--- src/hdl/sqlm_pkg.sv ---
// sqlm_pkg: shared types and constants for the sql like wildcard matcher
// no dependencies; compiled first
`default_nettype none

package sqlm_pkg;

  localparam int unsigned MAX_PATTERN_DEFAULT = 32;

  localparam logic [7:0] ANY_RUN = 8'h25;
  localparam logic [7:0] ANY_ONE = 8'h5F;

  localparam logic STATUS_OK       = 1'b0;
  localparam logic STATUS_OVERFLOW = 1'b1;

  typedef enum logic [1:0] {
    FUNC_APPEND = 2'd0,
    FUNC_CLEAR  = 2'd1,
    FUNC_TEXT   = 2'd2,
    FUNC_END    = 2'd3
  } func_e;

  // command broadcast to every cell
  typedef struct packed {
    logic       text;
    logic       restart;
    logic       append;
    logic [7:0] ch;
  } cell_cmd_t;

  // neighbor link: zero-width closure carry and one-byte step
  typedef struct packed {
    logic carry;
    logic step;
  } cell_link_t;

endpackage

`default_nettype wire

--- src/hdl/sqlm_in_if.sv ---
// sqlm_in_if: input item channel, valid/ready plus func and char_code
// no dependencies
`default_nettype none

interface sqlm_in_if;
  logic       valid;
  logic       ready;
  logic [1:0] func;
  logic [7:0] char_code;

  modport source (output valid, output func, output char_code, input ready);
  modport sink (input valid, input func, input char_code, output ready);
endinterface

`default_nettype wire

--- src/hdl/sqlm_out_if.sv ---
// sqlm_out_if: result item channel, valid/ready plus matched and status
// no dependencies
`default_nettype none

interface sqlm_out_if;
  logic valid;
  logic ready;
  logic matched;
  logic status;

  modport source (output valid, output matched, output status, input ready);
  modport sink (input valid, input matched, input status, output ready);
endinterface

`default_nettype wire

--- src/hdl/sqlm_cfg_if.sv ---
// sqlm_cfg_if: configuration write channel for the invert_result register
// no dependencies
`default_nettype none

interface sqlm_cfg_if;
  logic valid;
  logic ready;
  logic invert_result;

  modport source (output valid, output invert_result, input ready);
  modport sink (input valid, input invert_result, output ready);
endinterface

`default_nettype wire

--- src/hdl/sql_like_wildcard_matcher_top.sv ---
// sql_like_wildcard_matcher_top: like / not like matcher built as a row of cells
// depends on sqlm_pkg, sqlm_in_if, sqlm_out_if, sqlm_cfg_if, sqlm_cell
//
// Usage:
//   cfg_i writes invert_result (1 = not like); always ready, write only when idle.
//   in_i takes one item per cycle while ready: func 0 appends a pattern byte, 1
//   clears the pattern, 2 streams a text byte, 3 ends the text. Only end of text
//   gives a result item on out_o: matched (xor invert_result) and status (1 when
//   the pattern overflowed MAX_PATTERN bytes; matched is then 0).
//   Throughput is one item per cycle while in_i is ready. A result appears in
//   the cycle after its end item is accepted. Each text byte updates all
//   positions at once in the cell row; zero-width steps over '%' ripple through
//   the cells in the same cycle.
//   The result sits in an output register; in_i stays ready while that
//   register is empty or is being taken, so a stalled receiver holds in_i off
//   only while a result waits.
//   Reset clears the pattern length, the overflow flag, invert_result and the
//   active set to position zero; pattern bytes need no clearing pass.
`default_nettype none

module sql_like_wildcard_matcher_top #(
  parameter int unsigned MAX_PATTERN = sqlm_pkg::MAX_PATTERN_DEFAULT
) (
  input  wire         clk_i,
  input  wire         rst_ni,
  sqlm_in_if.sink     in_i,
  sqlm_out_if.source  out_o,
  sqlm_cfg_if.sink    cfg_i
);
  import sqlm_pkg::*;

  localparam int unsigned LEN_W = $clog2(MAX_PATTERN + 1);

  logic             accept;
  func_e            func;
  cell_cmd_t        cmd;
  cell_link_t       link [MAX_PATTERN+1];
  logic [MAX_PATTERN:0] closed;

  logic [LEN_W-1:0] len_q, len_d;
  logic             ovf_q, ovf_d;
  logic             last_q, last_d;
  logic             inv_q;
  logic             ov_q, ov_d;
  logic             matched_q, matched_d;
  logic             status_q, status_d;
  logic             is_full;

  assign func    = func_e'(in_i.func);
  assign in_i.ready = ~ov_q | out_o.ready;
  assign accept  = in_i.valid & in_i.ready;
  assign is_full = (len_q == LEN_W'(MAX_PATTERN));

  assign cmd.text    = accept && (func == FUNC_TEXT);
  assign cmd.append  = accept && (func == FUNC_APPEND);
  assign cmd.restart = accept && (func != FUNC_TEXT);
  assign cmd.ch      = in_i.char_code;

  assign link[0] = '0;

  for (genvar g = 0; g < MAX_PATTERN; g++) begin : g_cell
    sqlm_cell #(
      .IDX   (g),
      .LEN_W (LEN_W)
    ) u_cell (
      .clk_i    (clk_i),
      .rst_ni   (rst_ni),
      .cmd_i    (cmd),
      .len_i    (len_q),
      .link_i   (link[g]),
      .link_o   (link[g+1]),
      .closed_o (closed[g])
    );
  end

  assign closed[MAX_PATTERN] = last_q | link[MAX_PATTERN].carry;

  always_comb begin
    len_d     = len_q;
    ovf_d     = ovf_q;
    last_d    = last_q;
    ov_d      = ov_q & ~out_o.ready;
    matched_d = matched_q;
    status_d  = status_q;
    if (accept) begin
      case (func)
        FUNC_APPEND: begin
          if (is_full) begin
            ovf_d = 1'b1;
          end else begin
            len_d = len_q + LEN_W'(1);
          end
          last_d = 1'b0;
        end
        FUNC_CLEAR: begin
          len_d  = '0;
          ovf_d  = 1'b0;
          last_d = 1'b0;
        end
        FUNC_TEXT: begin
          last_d = link[MAX_PATTERN].step;
        end
        FUNC_END: begin
          ov_d      = 1'b1;
          matched_d = ovf_q ? 1'b0 : (closed[len_q] ^ inv_q);
          status_d  = ovf_q ? STATUS_OVERFLOW : STATUS_OK;
          last_d    = 1'b0;
        end
        default: begin
          last_d = last_q;
        end
      endcase
    end
  end

  always_ff @(posedge clk_i or negedge rst_ni) begin
    if (!rst_ni) begin
      len_q  <= '0;
      ovf_q  <= 1'b0;
      last_q <= 1'b0;
      inv_q  <= 1'b0;
      ov_q   <= 1'b0;
    end else begin
      len_q  <= len_d;
      ovf_q  <= ovf_d;
      last_q <= last_d;
      ov_q   <= ov_d;
      if (cfg_i.valid && cfg_i.ready) begin
        inv_q <= cfg_i.invert_result;
      end
    end
  end

  always_ff @(posedge clk_i) begin
    matched_q <= matched_d;
    status_q  <= status_d;
  end

  assign cfg_i.ready   = 1'b1;
  assign out_o.valid   = ov_q;
  assign out_o.matched = matched_q;
  assign out_o.status  = status_q;

endmodule

`default_nettype wire

--- src/hdl/sqlm_cell.sv ---
// sqlm_cell: one pattern position, holds its byte and its active bit
// depends on sqlm_pkg
`default_nettype none

module sqlm_cell #(
  parameter int unsigned IDX   = 0,
  parameter int unsigned LEN_W = 6
) (
  input  wire                     clk_i,
  input  wire                     rst_ni,
  input  sqlm_pkg::cell_cmd_t     cmd_i,
  input  wire [LEN_W-1:0]         len_i,
  input  sqlm_pkg::cell_link_t    link_i,
  output sqlm_pkg::cell_link_t    link_o,
  output logic                    closed_o
);
  import sqlm_pkg::*;

  logic [7:0] byte_q;
  logic       act_q, act_d;
  logic       in_use;
  logic       is_run;
  logic       hit;

  assign in_use   = (len_i > LEN_W'(IDX));
  assign is_run   = (byte_q == ANY_RUN);
  assign hit      = (byte_q == ANY_ONE) || (byte_q == cmd_i.ch);
  assign closed_o = act_q | link_i.carry;

  assign link_o.carry = closed_o & in_use & is_run;
  assign link_o.step  = closed_o & in_use & ~is_run & hit;

  always_comb begin
    act_d = act_q;
    if (cmd_i.restart) begin
      act_d = 1'(IDX == 0);
    end else if (cmd_i.text) begin
      act_d = (closed_o & in_use & is_run) | link_i.step;
    end
  end

  always_ff @(posedge clk_i or negedge rst_ni) begin
    if (!rst_ni) begin
      act_q <= 1'(IDX == 0);
    end else begin
      act_q <= act_d;
    end
  end

  // pattern byte, no reset
  always_ff @(posedge clk_i) begin
    if (cmd_i.append && (len_i == LEN_W'(IDX))) begin
      byte_q <= cmd_i.ch;
    end
  end

endmodule

`default_nettype wire

--- src/flat_wrapper.sv ---
// flat-port wrapper written by rule: the top's interface ports become plain ports
module sql_like_wildcard_matcher_top_flat import sqlm_pkg::*;
#(
  parameter int unsigned MAX_PATTERN = sqlm_pkg::MAX_PATTERN_DEFAULT
)
  (clk_i, rst_ni, in_i_valid, in_i_func, in_i_char_code, in_i_ready, out_o_valid, out_o_matched, out_o_status, out_o_ready, cfg_i_valid, cfg_i_invert_result, cfg_i_ready);
  sqlm_in_if in_i_i ();
  sqlm_out_if out_o_i ();
  sqlm_cfg_if cfg_i_i ();
  input  wire clk_i;
  input  wire rst_ni;
  input wire logic [$bits(in_i_i.valid)-1:0] in_i_valid;
  input wire logic [$bits(in_i_i.func)-1:0] in_i_func;
  input wire logic [$bits(in_i_i.char_code)-1:0] in_i_char_code;
  output wire logic [$bits(in_i_i.ready)-1:0] in_i_ready;
  output wire logic [$bits(out_o_i.valid)-1:0] out_o_valid;
  output wire logic [$bits(out_o_i.matched)-1:0] out_o_matched;
  output wire logic [$bits(out_o_i.status)-1:0] out_o_status;
  input wire logic [$bits(out_o_i.ready)-1:0] out_o_ready;
  input wire logic [$bits(cfg_i_i.valid)-1:0] cfg_i_valid;
  input wire logic [$bits(cfg_i_i.invert_result)-1:0] cfg_i_invert_result;
  output wire logic [$bits(cfg_i_i.ready)-1:0] cfg_i_ready;
  assign in_i_i.valid = in_i_valid;
  assign in_i_i.func = in_i_func;
  assign in_i_i.char_code = in_i_char_code;
  assign in_i_ready = in_i_i.ready;
  assign out_o_valid = out_o_i.valid;
  assign out_o_matched = out_o_i.matched;
  assign out_o_status = out_o_i.status;
  assign out_o_i.ready = out_o_ready;
  assign cfg_i_i.valid = cfg_i_valid;
  assign cfg_i_i.invert_result = cfg_i_invert_result;
  assign cfg_i_ready = cfg_i_i.ready;
  sql_like_wildcard_matcher_top #(.MAX_PATTERN(MAX_PATTERN)) u_core (.clk_i(clk_i), .rst_ni(rst_ni), .in_i(in_i_i), .out_o(out_o_i), .cfg_i(cfg_i_i));
endmodule
--- config.mk ---
export PLATFORM = sky130hd
export DESIGN_NAME = sql_like_wildcard_matcher_top_flat
export DESIGN_NICKNAME = d
export VERILOG_FILES = /design/src/hdl/sqlm_pkg.sv /design/src/hdl/sqlm_in_if.sv /design/src/hdl/sqlm_out_if.sv /design/src/hdl/sqlm_cfg_if.sv /design/src/hdl/sql_like_wildcard_matcher_top.sv /design/src/hdl/sqlm_cell.sv /design/src/flat_wrapper.sv
export SDC_FILE = /design/constraint.sdc
export NUM_CORES = 1
export LEC_CHECK = 0
export BUFFER_PORTS_ARGS = -buffer_cell sky130_fd_sc_hd__buf_2
export CORE_ASPECT_RATIO = 0.6
export CORE_MARGIN = 2
export CORE_UTILIZATION = 31
export CTS_CLUSTER_DIAMETER = 80
export CTS_CLUSTER_SIZE = 8
export DETAILED_ROUTE_END_ITERATION = 7
export SLEW_MARGIN = 20
export SYNTH_ARGS = -nofsm -noshare
export SYNTH_HDL_FRONTEND = slang
export SYNTH_SLANG_ARGS = --single-unit
--- constraint.sdc ---
create_clock -name clk_i -period 6.3 [get_ports clk_i]
set_input_delay 0 -clock clk_i [delete_from_list [all_inputs] [get_ports clk_i]]
set_output_delay 0 -clock clk_i [all_outputs]
set_load 0.02 [all_outputs]
==> results.toml, run 1 <==
[min_path]
hold_path_class = "in2reg"
whs_path_depth = 1
worst_hold_startpoint = "in_i_char_code[3]"
hold_path_end = "u_core.g_cell[3].u_cell.byte_q[3]"

[logic_synthesis]
ys_async_sr_fraction_pct = 14.0
post_synth_top_area_cell = "edfxtp_1"
synth-main-ff-cell = "edfxtp_1"
netlist.area_leader.share_pct = 46.9
synth_commonest_cells = "edfxtp_1, xnor2_1, xor2_1, nand2_1, nor2_1"
ys_top_cells_by_area = "edfxtp_1, xnor2_1, dfrtp_1"
synthesis.area_per_instance_um2 = 11.3
seq_area_frac_synth_pct = 53.2
synth-edff-count = 258
ys_warn_count = 0
netlist_area_mm2 = 0.0165
postSynthNetCount = 1482
ys_ff_latch = 300
yosysMostFrequentCell = "edfxtp_1"
netlist_instances = 1462
synth_cell_types = 106

[route]
drt_first_pass_iters = 8
detail_route.vias_per_cell = 5.52
wl_per_cell_um = 21.8
initialDrtViolationCount = 1455
route.antenna.remaining_nets = 0
remaining_drc_errors = 1
route.vias.total = 12368
wirelength_mm = 48.9

[clocking]
clock_latency_ps = 540
numClockSinks = 300
clk_transition_reported_paths_ps = 60
clk_root_buffer_cell = "clkbuf_16"
cts_tree = "built"
cts-root-to-sink-buffers = 3
tritoncts.num_buffers = 43
htreeDepth = 2
cts_post_setup_buffers_inserted = 0
cts_repair_resizes = 0

[placed_design]
globalplace.congestion = 1.02
numPortBuffers = 19
post-place-cells = 2148
dp_hpwl_mm = 33.8

[layout]
non_filler_cells_in_the_finished_layout = 2242
finish.utilization_pct = 35.8
drive_above_1_share_pct = 9.95
synthToLayoutAreaGrowth_pct = 14.1
nets = 1523

[global_routing]
globalRoute.totalOverflow = 0
grt_pass1_vias = 12032
antenna_found_initial = 0
pin_count_of_the_biggest_net_entering_global_routing = 44
grt.total_usage_pct = 17.7
first_pass_grt_wire_length_mm = 75.2

[setup_path]
timing.reg2reg.worst_path_depth = 15
worst_r2r_endpoint = "u_core.out_o.matched"
crit_start = "u_core.len_q[0]"
timing.rr.start = "u_core.len_q[0]"
timing.setup.critical_path_class = "reg2reg"
crit_fanout = 29
critical_path_required_ps = 6570
worstSetupEndpointType = "flip-flop"
startpoint_type = "flip-flop"
setup.reg_to_reg.worst_slack_ps = 1300
worst_ep_arrival_time_ps = 5280

[floorplanning]
fp.dieH_um = 183
core.rowCount = 65
floorplan.io_pins = 21
start_util_pct = 31.4
dieArea_mm2 = 0.0552
die_w_um = 302
fp.coreArea_mm2 = 0.0526

[sta]
final_period_minus_worst_setup_slack_ps = 5000
timing_worst_slew_pin_value_ps = 999
slew-limit-headroom_pct = 32.5
fin_crit_sh_pct = 79.4
fin_worst_hold_slack_ps = 9.59
final-hold-violation-count = 0
setup_skew_after_layout_ps = 12.8
setup_repair_after_global_routing_missed_its_margin = "false"
final_max_tran_viols = 0
setup_violations = 0
clock.fmax_mhz = 200
finalSetupTns_ps = 0

[power_and_ir_drop]
max-vdd-ir-drop_v = 0.000137
seq_power_share_pct = 45.6
power-per-cell-area_mw_per_mm2 = 254
clkPwrFrac_pct = 46.0
p_leak_nw = 5.90
comb_power_share_pct = 8.3
netSwitchingFraction_pct = 23.9
cellInternalPower_mw = 3.65
power.net_switching_mw = 1.15

[flow_run]
maxCapViolCount = 0

[outcome]
outcome = "complete, but fails checks"
violations = "design-rule violations"
## logic make-up (layout without fill, tap and decap cells)
kind of cell	count (synthesis)	after routing	synth area share [%]
fa+ha+maj	4	4	0.303
mux	4	4	0.257
buf+inv	93	168	2.60
flops	300	300	53.2
simple gates	531	531	18.9
compound gates	273	273	11.2
other cells	1	3	0.0227
xor+xnor	256	256	13.6
## worst max-delay path by stage
stage / end / slack [ps] / depth (start not counted)
floorplan: u_core.out_o.matched / 1890 / 16
global placement: u_core.out_o.matched / 1540 / 15
detailed placement: u_core.out_o.matched / 1430 / 15
CTS: u_core.out_o.matched / 1420 / 15
global route: u_core.out_o.matched / 1020 / 15
finish: u_core.out_o.matched / 1300 / 15
## layout make-up
| type | instances | area (um2) |
|---|---|---|
| clock buffer | 79 | 1270 |
| tap | 703 | 880 |
| timing repair buffer | 62 | 470 |
| sequential | 300 | 8800 |
| antenna | 2 | 5.00 |
| inverter | 27 | 101 |
| multi-input combinational | 1069 | 7330 |
| fill | 5121 | 33800 |
## power groups by stage
| stage | Combinational, mW | Sequential, mW | Clock (mW) |
|---|---|---|---|
| after floorplan | 0.254 | 2.22 | 0 |
| after global placement | 0.383 | 2.23 | 0 |
| after detailed placement | 0.386 | 2.23 | 0 |
| after CTS | 0.394 | 2.19 | 2.25 |
| after global routing | 0.433 | 2.19 | 2.34 |
| final | 0.400 | 2.19 | 2.21 |
## through the flow
step | power [mW] | cell area (um2) | worst slack, ps
final | 4.80 | 18900 | 1300
after global routing | 4.96 | 18900 | 1020
after CTS | 4.83 | 18800 | 1420
after detailed placement | 2.61 | 17400 | 1430
after global placement | 2.61 | 17400 | 1540
after floorplan | 2.48 | 16500 | 1890
## placed cells by master, fill, tap and decap left out, drive strengths merged, types with 18 or more instances in the layout
master,count
nor4,50
nor2,86
xnor2,144
a21oi,63
or4b,18
xor2,112
nand4,46
nand3,27
o21ai,74
clkbuf,79
nand4b,18
nor3,48
nand2,102
inv,26
buf,49
dfrtp,41
nand3b,25
edfxtp,258
## per-layer routing
metal	share of wire [%]	vias up	track usage [%]
li1	-	5644	-
met1	51	6165	28.4
met2	37	510	22.4
met3	10	47	5.85
met4	0.94	2	2.77
met5	0.21	-	1.32
## registers in the layout, indices dropped and copies added, names as in the netlist
| name | count |
|---|---|
| u_core.out_o.valid | 1 |
| u_core.len_q | 6 |
| u_core.out_o.status | 1 |
| u_core.g_cell.u_cell.act_q | 32 |
| u_core.last_q | 1 |
| u_core.inv_q | 1 |
| u_core.g_cell.u_cell.byte_q | 256 |
| u_core.ovf_q | 1 |
| u_core.out_o.matched | 1 |
## critical path, stage by stage (launching register included)
cell       delay, ps
dfrtp_1          330
buf_4            320
inv_1            230
ha_1             400
or3b_1           440
a2111oi_0        540
a311oi_1         160
a21bo_2          340
nand4b_1         180
a21oi_1          350
nor3b_1           90
o311ai_0         480
o21ai_0          310
o21ai_0          260
a2bb2oi_1        180
o311ai_1         120
## timing repair
item | in CTS | in global routing
setup endpoints to repair | 0 | 0
hold buffers | 13 | 0
hold endpoints to repair | 106 | 0
No activity file was read; power rests on OpenSTA's default activity.
==> inputs of run 2 (changes only) <==
--- a/config.mk
+++ b/config.mk
@@ -5,6 +5,7 @@
 export SDC_FILE = /design/constraint.sdc
 export NUM_CORES = 1
 export LEC_CHECK = 0
+export ABC_AREA = 1
 export BUFFER_PORTS_ARGS = -buffer_cell sky130_fd_sc_hd__buf_2
 export CORE_ASPECT_RATIO = 0.6
 export CORE_MARGIN = 2
==> constraint.sdc (replaced) <==
create_clock -name clk_i -period 5 [get_ports clk_i]
set_input_delay 0 -clock clk_i [delete_from_list [all_inputs] [get_ports clk_i]]
set_output_delay 0 -clock clk_i [all_outputs]
set_load 0.02 [all_outputs]
==> results.toml, run 2 <==
[power_and_ir_drop]
max-vdd-ir-drop_v = 0.000204
power-per-cell-area_mw_per_mm2 = 305
p_leak_nw = 8.74
total_power_mw = 6.61

[global_routing]
grt.total_usage_pct = 19.9
first_pass_grt_wire_length_mm = 83.0
pin_count_of_the_biggest_net_entering_global_routing = 58
globalRoute.totalOverflow = 0
grt_pass1_vias = 14385
antenna_found_initial = 2

[sta]
setup_violations = 15
finalWorstSetupSlack_ps = -2240
final_period_minus_worst_setup_slack_ps = 7240
setup_skew_after_layout_ps = 14.2
slew-limit-headroom_pct = 12.0
fin_worst_hold_slack_ps = 12.7
final-hold-violation-count = 0
setup_repair_after_global_routing_missed_its_margin = "true"
clock.fmax_mhz = 138
timing_worst_slew_pin_value_ps = 1300
final_max_tran_viols = 0
fin_crit_sh_pct = 145

[route]
initialDrtViolationCount = 1678
wl_per_cell_um = 19.2
route.vias.total = 14435
route.antenna.remaining_nets = 0
detail_route.vias_per_cell = 5.12
wirelength_mm = 54.2
remaining_drc_errors = 0
drt_first_pass_iters = 6

[logic_synthesis]
synth_cell_types = 56
ys_warn_count = 0
yosysMostFrequentCell = "nand2_1"
ys_top_cells_by_area = "edfxtp_1, nand2_1, dfrtp_1"
synth_commonest_cells = "nand2_1, edfxtp_1, inv_1, xnor2_1, nand4_1"
seq_area_frac_synth_pct = 55.2
ys_ff_latch = 300
netlist_area_mm2 = 0.0159
postSynthNetCount = 1661
netlist_instances = 1641
synthesis.area_per_instance_um2 = 9.71
netlist.area_leader.share_pct = 48.6
synth-edff-count = 258
synth-main-ff-cell = "edfxtp_1"
post_synth_top_area_cell = "edfxtp_1"
ys_async_sr_fraction_pct = 14.0

[clocking]
numClockSinks = 300
clk_transition_reported_paths_ps = 50
cts_tree = "built"
clk_root_buffer_cell = "clkbuf_16"
cts-root-to-sink-buffers = 3
tritoncts.num_buffers = 43
htreeDepth = 2
clock_latency_ps = 540

[floorplanning]
die_w_um = 297
fp.dieH_um = 180
start_util_pct = 31.4
core.rowCount = 64
floorplan.io_pins = 21
dieArea_mm2 = 0.0533
fp.coreArea_mm2 = 0.0508

[placed_design]
globalplace.congestion = 0.949
post-place-cells = 2569
dp_hpwl_mm = 34.4
numPortBuffers = 19
place_area_mm2 = 0.0188

[layout]
mostFrequentLayoutCell = "buf_4"
layout.cells.most_common_list = "buf_4, nand2_1, edfxtp_1"
largest-register = "u_core.g_cell.u_cell.byte_q"
finish.utilization_pct = 42.7
post-route-cell-area_mm2 = 0.0217
non_filler_cells_in_the_finished_layout = 2821
synthToLayoutAreaGrowth_pct = 36.0
drive_above_1_share_pct = 29.7
num_antenna_cells = 0
nets = 2114
reg.largest.list = "u_core.g_cell.u_cell.byte_q (256), u_core.g_cell.u_cell.act_q (32), u_core.len_q (6)"
number_of_flip_flops_in_the_largest_register = 256

[min_path]
worst_hold_startpoint = "in_i_char_code[3]"
hold_path_class = "in2reg"

[outcome]
outcome = "complete, but fails checks"
violations = "negative setup slack"

[flow_run]
maxCapViolCount = 0

[setup_path]
startpoint_type = "flip-flop"
critical_path.slowest_cell = "dfrtp_1"
timing.setup.critical_path_class = "reg2reg"
critical_path.max_stage_delay_ps = 430
cpMostUsedCell = "nand2_2"
critical_path_required_ps = 5290
worstSetupEndpointType = "flip-flop"
crit_start = "u_core.len_q[0]"
timing.rr.start = "u_core.len_q[0]"
crit_fanout = 4
worst_ep_arrival_time_ps = 7540
run 2: cell types whose count changed in the layout (fill, tap and decap cells not counted), sizes merged, moves of 25 or more:
cell / before / now
xnor2: 144 / 113
nand3: 27 / 85
nand3b: 25 / 0
inv: 26 / 206
nand2: 102 / 369
nand4: 46 / 90
buf: 49 / 455
xor2: 112 / 17
a21oi: 63 / 34
run 2: cell type report:
cell class                      count  area (um2)
Tap cell                          693         867
Timing Repair Buffer              464        3610
Inverter                          212         805
Sequential cell                   300        8800
Fill cell                        4742       29200
Clock buffer                       78        1250
Clock inverter                      1        30.0
Multi-Input combinational cell   1073        6320
run 2: path summary, 6_finish.rpt:
check,to,slack (ps),cells past startpoint
worst max-delay path,u_core.out_o.matched,-2240,66
worst min-delay path,u_core.g_cell[21].u_cell.byte_q[3],10,2
worst max register to register,u_core.out_o.matched,-2240,66
worst min register to register,u_core.out_o.status,450,0
max in group asynchronous,u_core.g_cell[28].u_cell.act_q,4380,3
min in group asynchronous,u_core.g_cell[11].u_cell.act_q,140,3
run 2: per-layer routing:
metal  up-vias  routed length (um)  GRT usage, %
met1      6930               25400          29.7
met2       723               22100          28.3
li1       6644                   -             -
met3       136                5370          4.87
met4         2                1440          5.62
met5         -                  20             0
run 2: where the power goes:
part	internal, mW	switching [mW]
clock network	1.72	1.10
registers	2.75	0.0184
logic	0.365	0.646
run 2: stage by stage:
stage          setup TNS (ps)  setup WS, ps
2_1_floorplan           -7850         -1550
3_3_place_gp            -8750         -1630
3_5_place_dp           -11600         -1940
4_1_cts                -17620         -1860
5_1_grt                -27350         -2740
6_report               -21400         -2240
run 2: logic make-up after synthesis:
family | Yosys count | synth area share [%]
compound gates | 177 | 7.46
xor+xnor | 130 | 7.14
other cells | 1 | 0.0235
flops | 300 | 55.2
simple gates | 761 | 23.4
fa+ha+maj | 4 | 0.314
buf+inv | 268 | 6.44
run 2: repair_timing:
action / 4_1_cts / 5_1_grt
endpoints found under the hold margin: 60 / 0
buffers inserted: 150 / 34
endpoints found under the setup margin: 12 / 18
pin swaps: 12 / 8
gates cloned: 0 / 0
resized for setup: 10 / 51
hold buffers: 9 / 0
run 2: critical path: cells and delay by family, from the launching register on:
kind | cells | cell delay [ps]
fa+ha+maj | 1 | 170
flops | 1 | 430
simple gates | 47 | 4040
compound gates | 7 | 1220
buf+inv | 11 | 1100
